$ cat src/lfsa_pkg.sv
package lfsa_pkg;

  // table geometry
  localparam int SLOTS    = 16;
  localparam int KEY_BITS = 32;

  // transaction field widths
  localparam int IN_KEY_W = 32;
  localparam int SLOT_W   = $clog2(SLOTS);
  localparam int LEN_W    = $clog2(SLOTS + 1);
  localparam int STATUS_W = 3;

  // request kinds
  localparam logic KIND_ADD    = 1'b0;
  localparam logic KIND_REMOVE = 1'b1;

  // result status codes
  localparam logic [STATUS_W-1:0] ST_NEW       = 3'd0;
  localparam logic [STATUS_W-1:0] ST_PRESENT   = 3'd1;
  localparam logic [STATUS_W-1:0] ST_NULL      = 3'd2;
  localparam logic [STATUS_W-1:0] ST_FULL      = 3'd3;
  localparam logic [STATUS_W-1:0] ST_REMOVED   = 3'd4;
  localparam logic [STATUS_W-1:0] ST_NOT_FOUND = 3'd5;

  // controller to datapath
  typedef struct packed {
    logic load;    // capture the incoming request
    logic scan;    // read one table entry and step the slot counter
    logic commit;  // apply the update and fill the result register
  } lfsa_cmd_t;

  // datapath to controller
  typedef struct packed {
    logic in_key_null;  // incoming key is the null key
    logic cnt_last;     // slot counter points at the last slot
    logic out_free;     // result register can take a new result
  } lfsa_sts_t;

endpackage

$ cat src/lfsa_in_if.sv
interface lfsa_in_if;
  import lfsa_pkg::*;

  logic                valid;
  logic                ready;
  logic                kind;
  logic [IN_KEY_W-1:0] key;

  modport source (output valid, output kind, output key, input ready);
  modport sink (input valid, input kind, input key, output ready);
endinterface

$ cat src/lfsa_out_if.sv
interface lfsa_out_if;
  import lfsa_pkg::*;

  logic                valid;
  logic                ready;
  logic [SLOT_W-1:0]   slot;
  logic [STATUS_W-1:0] status;
  logic [LEN_W-1:0]    length;

  modport source (output valid, output slot, output status, output length, input ready);
  modport sink (input valid, input slot, input status, input length, output ready);
endinterface

$ cat src/lfsa_ram.sv
module lfsa_ram #(
  parameter int WIDTH = 32,
  parameter int DEPTH = 16,
  parameter int AW    = $clog2(DEPTH)
) (
  input  logic             clk,
  input  logic             we,
  input  logic [AW-1:0]    waddr,
  input  logic [WIDTH-1:0] wdata,
  input  logic [AW-1:0]    raddr,
  output logic [WIDTH-1:0] rdata
);

  logic [WIDTH-1:0] mem [DEPTH];
  logic [WIDTH-1:0] rdata_r;

  always_ff @(posedge clk) begin
    if (we) begin
      mem[waddr] <= wdata;
    end
    rdata_r <= mem[raddr];
  end

  assign rdata = rdata_r;

endmodule

$ cat src/lfsa_ctrl.sv
module lfsa_ctrl (
  input  logic               clk,
  input  logic               rst_n,
  input  logic               in_valid,
  output logic               in_ready,
  input  lfsa_pkg::lfsa_sts_t sts,
  output lfsa_pkg::lfsa_cmd_t cmd
);
  import lfsa_pkg::*;

  localparam logic [1:0] S_IDLE   = 2'd0;
  localparam logic [1:0] S_SCAN   = 2'd1;
  localparam logic [1:0] S_DRAIN  = 2'd2;
  localparam logic [1:0] S_COMMIT = 2'd3;

  logic [1:0] state_r;
  logic [1:0] state_nxt;

  always_comb begin
    state_nxt  = state_r;
    cmd        = '0;
    in_ready   = 1'b0;
    unique case (state_r)
      S_IDLE: begin
        in_ready = 1'b1;
        if (in_valid) begin
          cmd.load  = 1'b1;
          // null key needs no table search
          state_nxt = sts.in_key_null ? S_COMMIT : S_SCAN;
        end
      end
      S_SCAN: begin
        cmd.scan = 1'b1;
        if (sts.cnt_last) begin
          state_nxt = S_DRAIN;
        end
      end
      S_DRAIN: begin
        state_nxt = S_COMMIT;
      end
      S_COMMIT: begin
        if (sts.out_free) begin
          cmd.commit = 1'b1;
          state_nxt  = S_IDLE;
        end
      end
      default: begin
        state_nxt = S_IDLE;
      end
    endcase
  end

  always_ff @(posedge clk) begin
    if (!rst_n) begin
      state_r <= S_IDLE;
    end else begin
      state_r <= state_nxt;
    end
  end

  a_commit_needs_room: assert property (@(posedge clk) disable iff (!rst_n)
    cmd.commit |-> sts.out_free)
    else $error("commit issued while result register is occupied");

endmodule

$ cat src/lfsa_dp.sv
module lfsa_dp (
  input  logic                          clk,
  input  logic                          rst_n,
  input  lfsa_pkg::lfsa_cmd_t           cmd,
  output lfsa_pkg::lfsa_sts_t           sts,
  input  logic                          in_kind,
  input  logic [lfsa_pkg::IN_KEY_W-1:0] in_key,
  output logic                          out_valid,
  input  logic                          out_ready,
  output logic [lfsa_pkg::SLOT_W-1:0]   out_slot,
  output logic [lfsa_pkg::STATUS_W-1:0] out_status,
  output logic [lfsa_pkg::LEN_W-1:0]    out_length
);
  import lfsa_pkg::*;

  function automatic logic [LEN_W-1:0] top_length(input logic [SLOTS-1:0] used);
    logic [LEN_W-1:0] n;
    n = '0;
    for (int i = 0; i < SLOTS; i++) begin
      if (used[i]) begin
        n = LEN_W'(i + 1);
      end
    end
    return n;
  endfunction

  // request capture
  logic                kind_r;
  logic [KEY_BITS-1:0] key_r;
  logic [KEY_BITS-1:0] in_key_m;

  // scan pipeline
  logic [SLOT_W-1:0]   cnt_r;
  logic                cmp_vld_r;
  logic [SLOT_W-1:0]   cmp_idx_r;
  logic                hit_r;
  logic [SLOT_W-1:0]   hit_idx_r;
  logic [KEY_BITS-1:0] rd_key;
  logic                cmp_hit;

  // table state
  logic [SLOTS-1:0]    used_r;
  logic [SLOTS-1:0]    used_nxt;
  logic [LEN_W-1:0]    len_r;

  // free slot search
  logic                free_found;
  logic [SLOT_W-1:0]   free_idx;

  // commit results
  logic [SLOT_W-1:0]   res_slot;
  logic [STATUS_W-1:0] res_status;
  logic                ram_we;

  // result register
  logic                out_valid_r;
  logic [SLOT_W-1:0]   slot_r;
  logic [STATUS_W-1:0] status_r;
  logic [LEN_W-1:0]    length_r;

  assign in_key_m = KEY_BITS'(in_key);

  lfsa_ram #(
    .WIDTH(KEY_BITS),
    .DEPTH(SLOTS)
  ) u_key_ram (
    .clk  (clk),
    .we   (ram_we),
    .waddr(free_idx),
    .wdata(key_r),
    .raddr(cnt_r),
    .rdata(rd_key)
  );

  // only used slots take part in the compare
  assign cmp_hit = cmp_vld_r && used_r[cmp_idx_r] && (rd_key == key_r) && !hit_r;

  // lowest free slot
  always_comb begin
    free_found = 1'b0;
    free_idx   = '0;
    for (int i = SLOTS - 1; i >= 0; i--) begin
      if (!used_r[i]) begin
        free_found = 1'b1;
        free_idx   = SLOT_W'(i);
      end
    end
  end

  always_comb begin
    used_nxt   = used_r;
    res_slot   = '0;
    ram_we     = 1'b0;
    res_status = ST_NULL;
    if (key_r == '0) begin
      res_status = ST_NULL;
    end else if (kind_r == KIND_ADD) begin
      if (hit_r) begin
        res_slot   = hit_idx_r;
        res_status = ST_PRESENT;
      end else if (free_found) begin
        res_slot           = free_idx;
        res_status         = ST_NEW;
        used_nxt[free_idx] = 1'b1;
        ram_we             = cmd.commit;
      end else begin
        res_status = ST_FULL;
      end
    end else begin
      if (hit_r) begin
        res_slot            = hit_idx_r;
        res_status          = ST_REMOVED;
        used_nxt[hit_idx_r] = 1'b0;
      end else begin
        res_status = ST_NOT_FOUND;
      end
    end
  end

  always_ff @(posedge clk) begin
    if (cmd.load) begin
      kind_r <= in_kind;
      key_r  <= in_key_m;
    end
    cmp_idx_r <= cnt_r;
    if (cmp_hit) begin
      hit_idx_r <= cmp_idx_r;
    end
    if (cmd.commit) begin
      slot_r   <= res_slot;
      status_r <= res_status;
      length_r <= top_length(used_nxt);
    end
  end

  always_ff @(posedge clk) begin
    if (!rst_n) begin
      cnt_r       <= '0;
      cmp_vld_r   <= 1'b0;
      hit_r       <= 1'b0;
      used_r      <= '0;
      len_r       <= '0;
      out_valid_r <= 1'b0;
    end else begin
      cmp_vld_r <= cmd.scan;
      if (cmd.load) begin
        cnt_r <= '0;
        hit_r <= 1'b0;
      end else if (cmd.scan) begin
        cnt_r <= cnt_r + 1'b1;
      end
      if (cmp_hit) begin
        hit_r <= 1'b1;
      end
      if (cmd.commit) begin
        used_r <= used_nxt;
        len_r  <= top_length(used_nxt);
      end
      if (cmd.commit) begin
        out_valid_r <= 1'b1;
      end else if (out_ready) begin
        out_valid_r <= 1'b0;
      end
    end
  end

  assign sts.in_key_null = (in_key_m == '0);
  assign sts.cnt_last    = (cnt_r == SLOT_W'(SLOTS - 1));
  assign sts.out_free    = !out_valid_r || out_ready;

  assign out_valid  = out_valid_r;
  assign out_slot   = slot_r;
  assign out_status = status_r;
  assign out_length = length_r;

  a_new_marks_used: assert property (@(posedge clk) disable iff (!rst_n)
    (cmd.commit && res_status == ST_NEW) |=> used_r[slot_r])
    else $error("new slot not marked used");

  a_remove_frees: assert property (@(posedge clk) disable iff (!rst_n)
    (cmd.commit && res_status == ST_REMOVED) |=> !used_r[slot_r])
    else $error("removed slot still marked used");

  a_length_tops_used: assert property (@(posedge clk) disable iff (!rst_n)
    (len_r != '0) |-> used_r[SLOT_W'(len_r - 1'b1)])
    else $error("list length does not end on a used slot");

endmodule

$ cat src/lowest_free_slot_key_allocator_unit.sv
// channel   dir  handshake      payload
// in_ch     in   valid/ready    kind (1), key (32)
// out_ch    out  valid/ready    slot (4), status (3), length (5)
//
// an add or remove transaction passes through acceptance, one full pass over
// the 16 key slots (one key RAM read a cycle), a drain step and a commit step
// before the next one can be taken; a null key goes from acceptance straight
// to the commit step
// rst_n is synchronous; it clears the used bits, the list length and all
// control state; the key RAM is not cleared since entries are only compared
// while their slot is marked used
// the result sits in an output register: a new request is accepted while it
// waits, and the commit of that request stalls until the register is free
module lowest_free_slot_key_allocator_unit (
  input  logic              clk,
  input  logic              rst_n,
  lfsa_in_if.sink           in_ch,
  lfsa_out_if.source        out_ch
);
  import lfsa_pkg::*;

  lfsa_cmd_t cmd;
  lfsa_sts_t sts;

  // sequencer: idle, slot scan, compare drain, commit
  lfsa_ctrl u_ctrl (
    .clk     (clk),
    .rst_n   (rst_n),
    .in_valid(in_ch.valid),
    .in_ready(in_ch.ready),
    .sts     (sts),
    .cmd     (cmd)
  );

  // key RAM, used bits, list length, result register
  lfsa_dp u_dp (
    .clk       (clk),
    .rst_n     (rst_n),
    .cmd       (cmd),
    .sts       (sts),
    .in_kind   (in_ch.kind),
    .in_key    (in_ch.key),
    .out_valid (out_ch.valid),
    .out_ready (out_ch.ready),
    .out_slot  (out_ch.slot),
    .out_status(out_ch.status),
    .out_length(out_ch.length)
  );

endmodule
$ cat src/flat_wrapper.sv
// flat-port wrapper written by rule: the top's interface ports become plain ports
module lowest_free_slot_key_allocator_unit_flat import lfsa_pkg::*;
  (clk, rst_n, in_ch_valid, in_ch_kind, in_ch_key, in_ch_ready, out_ch_valid, out_ch_slot, out_ch_status, out_ch_length, out_ch_ready);
  lfsa_in_if in_ch_i ();
  lfsa_out_if out_ch_i ();
  input  logic clk;
  input  logic rst_n;
  input wire logic [$bits(in_ch_i.valid)-1:0] in_ch_valid;
  input wire logic [$bits(in_ch_i.kind)-1:0] in_ch_kind;
  input wire logic [$bits(in_ch_i.key)-1:0] in_ch_key;
  output wire logic [$bits(in_ch_i.ready)-1:0] in_ch_ready;
  output wire logic [$bits(out_ch_i.valid)-1:0] out_ch_valid;
  output wire logic [$bits(out_ch_i.slot)-1:0] out_ch_slot;
  output wire logic [$bits(out_ch_i.status)-1:0] out_ch_status;
  output wire logic [$bits(out_ch_i.length)-1:0] out_ch_length;
  input wire logic [$bits(out_ch_i.ready)-1:0] out_ch_ready;
  assign in_ch_i.valid = in_ch_valid;
  assign in_ch_i.kind = in_ch_kind;
  assign in_ch_i.key = in_ch_key;
  assign in_ch_ready = in_ch_i.ready;
  assign out_ch_valid = out_ch_i.valid;
  assign out_ch_slot = out_ch_i.slot;
  assign out_ch_status = out_ch_i.status;
  assign out_ch_length = out_ch_i.length;
  assign out_ch_i.ready = out_ch_ready;
  lowest_free_slot_key_allocator_unit u_core (.clk(clk), .rst_n(rst_n), .in_ch(in_ch_i), .out_ch(out_ch_i));
endmodule
$ cat config.mk
export PLATFORM = sky130hd
export DESIGN_NAME = lowest_free_slot_key_allocator_unit_flat
export DESIGN_NICKNAME = d
export VERILOG_FILES = /design/src/lfsa_pkg.sv /design/src/lfsa_in_if.sv /design/src/lfsa_out_if.sv /design/src/lfsa_ram.sv /design/src/lfsa_ctrl.sv /design/src/lfsa_dp.sv /design/src/lowest_free_slot_key_allocator_unit.sv /design/src/flat_wrapper.sv
export SDC_FILE = /design/constraint.sdc
export NUM_CORES = 1
export LEC_CHECK = 0
export BUFFER_PORTS_ARGS = -buffer_cell sky130_fd_sc_hd__buf_2
export CAP_MARGIN = 10
export CORE_ASPECT_RATIO = 0.6
export CORE_UTILIZATION = 40
export CTS_CLUSTER_DIAMETER = 40
export DETAILED_ROUTE_END_ITERATION = 10
export RECOVER_POWER = 100
export SYNTH_ARGS = -nofsm -noshare
export SYNTH_HDL_FRONTEND = slang
export SYNTH_SLANG_ARGS = --single-unit
$ cat constraint.sdc
create_clock -name clk -period 4.6 [get_ports clk]
set_clock_uncertainty 0.1 [all_clocks]
set_input_delay 0.46 -clock clk [delete_from_list [all_inputs] [get_ports clk]]
set_output_delay 0.46 -clock clk [all_outputs]
set_load 0.01 [all_outputs]
-- After elaboration in Yosys (flattened, before gate mapping)
Memory sizes are Yosys's and may differ from the RTL's. A register that Yosys moved wholly into a read port is not among the register bits.
Index checks and enable logic that the tools add are counted.
- bits of input ports: 37
- flip-flop bits (word level): 78
- word-level logic and storage cells: 134
- output and inout port bits: 14
- bits in writable memories: 512
- memories: 1
- memory list (name ; words ; width ; rd ports ; clocked after Yosys merged registers in ; write ports ; line ; RTL):
    u_core.u_dp.u_key_ram.mem ; 16 ; 32 ; 1 ; 1 ; 1 ; lfsa_ram.sv:14 ; logic [WIDTH-1:0] mem [DEPTH];
- add/sub/neg operators: 1
- reductions and logical operators: 15
- bitwise operators: 4
- order comparisons: 5
- muxes and demuxes: 87
- equality and inequality tests: 8
- operators with widths (operator ; count):
    $mux W16 ; 5
    $mux W4 ; 20
    $mux W5 ; 14
    $logic_not A32 Y1 ; 2
    $mux W1 ; 37
    $eq A32 B32 Y1 ; 1
    $and A16 B16 Y16 ; 1
    $not A16 Y16 ; 1
    $or A16 B16 Y16 ; 1
    $lt A4 B5 Y1 const B ; 3
    $mux W2 ; 6
    $demux W1 S4 ; 2
    $ge A4 B1 Y1 const B ; 2
    $pmux W2 S4 ; 1
    $logic_and A1 B1 Y1 ; 5
    $add A4 B1 Y4 const B ; 1
    $bmux W1 S4 ; 1
    $eq A2 B2 Y1 const B ; 2
    $eq A4 B4 Y1 const B ; 1
    $ne A2 B1 Y1 const B ; 2
    $reduce_bool A2 Y1 ; 2
    $mux W3 ; 1
    $reduce_and A3 Y1 ; 1
    $eq A2 B1 Y1 const B ; 1
    other kinds (6) ; 7

-- Logic depth before layout (Yosys ltp)
- word-level depth: 40
- depth in mapped cells: 10

-- Hierarchy
A second synthesis with hierarchy kept.
- cell total of the unflattened synthesis: 1225
- area, all modules: 24040.6 um^2
- by module, submodules not included (module ; times used ; cells an instance ; sequential area each (um^2) ; area each (um^2)):
    lfsa_ram ; 1 ; 838 ; 16015.4 ; 19835.3
    lfsa_dp ; 1 ; 365 ; 2011.9 ; 4012.6
    lfsa_ctrl ; 1 ; 22 ; 40.0 ; 192.7

-- Worst setup path before layout
Ideal clock, no wire load.
- path type: register to register
- start: reg u_core.u_dp.key_r[8]
- end: mem u_core.u_dp.u_key_ram.mem[10][0] (enable)
- period minus slack after synthesis: 4.271 ns
- setup slack: 0.329 ns
- stages on the path, launching flop included: 6
- arrival: 3.710 ns
- buffers on the path: 0
- library setup time: 0.461 ns
- path through: edfxtp_1 nor4_1 nand4_1 o21ai_1 or4_1 nor3_1
- word-level cells in the longest chain between the ends: 4
- ends and longest elaborated chain (item ; line ; RTL):
    start, declared ; lfsa_dp.sv:29 ; logic [KEY_BITS-1:0] key_r;
    start signal, assigned ; lfsa_dp.sv:123 ; key_r <= in_key_m;
    $logic_not A32 Y1 ; lfsa_dp.sv:95 ; if (key_r == '0) begin
    $mux W1 ; lfsa_dp.sv:95 ;
    $mux W1 ; lfsa_ram.sv:18 ; if (we) begin
    $mux W1 (not written as such) ; lfsa_ram.sv:19 ; mem[waddr] <= wdata;
    end, declared ; lfsa_ram.sv:14 ;
Every way passes these cells.

-- Worst setup path after layout
- start: reg u_core.u_dp.key_r[15]
- end: mem u_core.u_dp.u_key_ram.mem[9][25] (enable)
Same word-level chain as after synthesis.

==> results.yml <==
final_layout:
  layout_commonest_cell: "edfxtp_1"
  syn_to_final_growth_pct: 15.09
  layout_common_cells: "561 x edfxtp_1, 164 x mux4_2, 73 x clkbuf_1"
  n_antenna_cell: 0
  fillers: 4854
  ff_latch_area_um2: 18070
  num-nets-final: 1323
  drive_gt1_share_pct: 23.81
  multiInputGateArea_um2: 5659
  stdcell_count: 2097
worst_setup_path:
  cp.required_ps: 4760
  crit_fanout: 18
  end_kind: "flop"
  r2r_setup_slack_ps: 330
  worstSetupStartpoint: "u_core.u_dp.key_r[15]$_DFFE_PP_"
  crit_type: "flop to flop"
  startpoint_type: "flop"
  rr_startpoint: "u_core.u_dp.key_r[15]$_DFFE_PP_"
  worstPathArrival_ps: 4430
clock_tree:
  htree_levels: 2
  clk_latency_ps: 590
  clock_sink_count: 622
  cts_tree: "built"
  numCtsBuffers: 55
  clock_path_buffers: 3
  cts-root-buf: "clkbuf_16"
  clk_pin_slew_ps: 70
power:
  power-per-cell-area_nw_per_um2: 496.8
  swShare_pct: 24.56
  totalPowerFinal_w: 0.01366
  p_clk_share_pct: 35.7
  switchingPower_w: 0.003354
  pwr-share-comb_pct: 13.1
  seq_power_share_pct: 51.2
  power.leakage_nw: 8.303
  internal_power_w: 0.01030
  ir_drop_v: 0.0002788
yosys:
  ys_async_sr_fraction_pct: 0
  ys_types: 61
  ys_seq_area_share_pct: 75.65
  syn_area_um2: 23880
  ys_ff_latch: 622
  synthCells: 1140
  syn_nets: 1182
  synth_flop_cell: "edfxtp_1"
  ys_warn_count: 0
  synth_edf_count: 561
  syn-mean-instance-area_um2: 20.95
detailed_routing:
  drtPass1Iterations: 5
  drc_errors: 0
  wire_per_inst_um: 27.67
  drt_iter0_drc: 1448
  vias_per_cell: 5.711
  routed_wl_um: 58030
  vias: 11975
  antenna_left: 0
global_route:
  first_global_vias: 11995
  grt_pass1_wl_um: 85130
  overflow: 0
  antenna_found_initial: 1
  grt_usage_pct: 19.47
  grt_max_degree: 78
die:
  start_util_pct: 41.04
  dieArea_um2: 60720
  core_area_um2: 58200
  die_x_um: 317.5
  pin_count: 51
  die_h_um: 191.3
  row_count: 68
placed_design:
  place.gp.congestion: 0.9846
  dp_cells: 1965
  hpwl_um: 33910
  io_buffers: 50
timing:
  period_share_pct: 92.80
  rsz0062_at_grt: "no"
  finalSetupTns_ps: 0
  fmax_mhz: 234.3
  worst-slew-pin-transition_ps: 2190
  setup_violations: 0
  finalHoldViolCount: 0
  period_minus_slack_ps: 4269
  slew_headroom_pct: -46.21
  slew_viol_final: 151
worst_hold_path:
  hold_class: "input port to flop"
  worstHoldStart: "out_ch_ready"
status:
  status: "finished with violations"
  failed_checks: "capacitance limit, slew limit"
flow_run:
  drv_cap: 5
[repair_timing]
| item | in CTS | in global routing |
|---|---|---|
| buffers inserted | 0 | 0 |
| hold buffers | 28 | 1 |
| setup endpoints to repair | 0 | 1 |
| gates resized for setup | 0 | 1 |
| hold endpoints to repair | 28 | 1 |
[routing by layer]
layer / global-route usage [%] / wire (um) / vias to the layer above / share of wire [%]
li1: - / - / 5048 / -
met3: 5.085 / 5355 / 74 / 9.2
met1: 29.74 / 26630 / 6324 / 46
met5: 0 / 0 / - / 0
met2: 28.26 / 25280 / 529 / 44
met4: 3.379 / 768 / 0 / 1.3
[power groups by stage]
stage          clock, W  combinational [W]  sequential (W)
2_1_floorplan         0            0.00123         0.00698
3_3_place_gp          0            0.00181         0.00708
3_5_place_dp          0            0.00182         0.00709
4_1_cts         0.00497            0.00185         0.00697
5_1_grt         0.00518            0.00194         0.00703
6_report        0.00487            0.00180         0.00699
[final timing paths]
check                                                             endpoint  depth (start not counted)
worst max register to register  u_core.u_dp.u_key_ram.mem[9][25]$_DFFE_PP_                          7
worst min register to register          u_core.u_dp.hit_idx_r[3]$_DFFE_PP_                          0
worst min-delay path                    u_core.u_dp.out_valid$_SDFFE_PN0P_                          4
worst max-delay path            u_core.u_dp.u_key_ram.mem[9][25]$_DFFE_PP_                          7
[state kept, by name (all words and copies together), names as in the netlist]
| name | flops |
|---|---|
| u_core.u_dp.u_key_ram.rdata | 32 |
| u_core.u_dp.out_status | 3 |
| u_core.u_dp.hit_idx_r | 4 |
| u_core.u_dp.used_r | 16 |
| u_core.u_dp.cmp_idx_r | 4 |
| u_core.u_dp.cmp_vld_r | 1 |
| u_core.u_dp.cnt_r | 4 |
| u_core.u_dp.out_valid | 1 |
| u_core.u_dp.hit_r | 1 |
| u_core.u_dp.out_slot | 4 |
| u_core.u_dp.out_length | 5 |
| u_core.u_dp.kind_r | 1 |
| u_core.u_dp.u_key_ram.mem | 512 |
| u_core.u_dp.key_r | 32 |
| u_core.u_ctrl.state_r | 2 |
[cell usage after synthesis (2+ instances only)]
cell type  number  share of area, %
edfxtp_1      561                71
mux4_2        164                15
dfxtp_1        61               5.1
nor2_1         56              0.88
nand2_1        27              0.42
clkbuf_1       26              0.41
xor2_1         25              0.92
nor4_1         21              0.55
nor3_1         17              0.36
buf_1          16              0.25
a21oi_1        13              0.27
inv_1          12              0.19
nand4_1        12              0.31
a211oi_1       11              0.35
o21ai_0        10              0.21
xnor2_1        10              0.37
o31ai_1         9              0.28
buf_2           6              0.13
nand2b_1        6              0.16
ha_1            5              0.26
nand3b_1        4              0.13
o41a_1          4              0.19
or4_1           4              0.13
a31oi_1         3             0.079
nand3_1         3             0.063
nor2b_1         3             0.079
o21a_1          3             0.094
or2_2           3             0.079
a21o_1          2             0.063
a22oi_1         2             0.063
and3_1          2             0.052
clkinv_1        2             0.031
mux2i_1         2             0.084
nor4b_1         2             0.073
o2111ai_1       2             0.073
o211ai_1        2             0.063
o21ai_1         2             0.042
o21ai_2         2             0.073
o31a_1          2             0.073
or3_1           2             0.052
[critical path, cell delays in order, from the launching register on]
cell      delay [ps]
edfxtp_1         320
clkbuf_1         700
nor4_1           270
nand4_1          420
nor2_1           240
or4_1            660
nor2_4           770
buf_4            430
[cell families after synthesis]
group / after synthesis / synth area share [%]
flip-flops: 622 / 75.65
multiplexers: 168 / 15.71
AND/OR/NAND/NOR: 167 / 3.500
AO/OA/AOI/OAI: 81 / 2.593
buffers and inverters: 62 / 1.006
XOR/XNOR: 35 / 1.284
adder cells (fa/ha/maj): 5 / 0.2619
[through the flow]
stage               setup WS (ps)  area [um2]  hold WS (ps)  utilization (%)
global route                123.9       27490         82.36            47.23
CTS                         460.4       27660         2.878            47.52
global placement            453.8       25460         341.1            43.75
finish                      331.1       27490         69.74            47.23
detailed placement          483.9       25460         362.9            43.75
floorplan                   328.7       23880         229.0                -
[final cells by class]
| class | instances | area share [%] |
|---|---|---|
| Clock buffer | 70 | 5.476 |
| Clock inverter | 33 | 1.484 |
| Inverter | 14 | 0.1912 |
| Multi-Input combinational cell | 456 | 20.59 |
| Sequential cell | 622 | 65.73 |
| Tap cell | 770 | 3.505 |
| Timing Repair Buffer | 132 | 3.027 |
(Power assumes the default switching activity.)
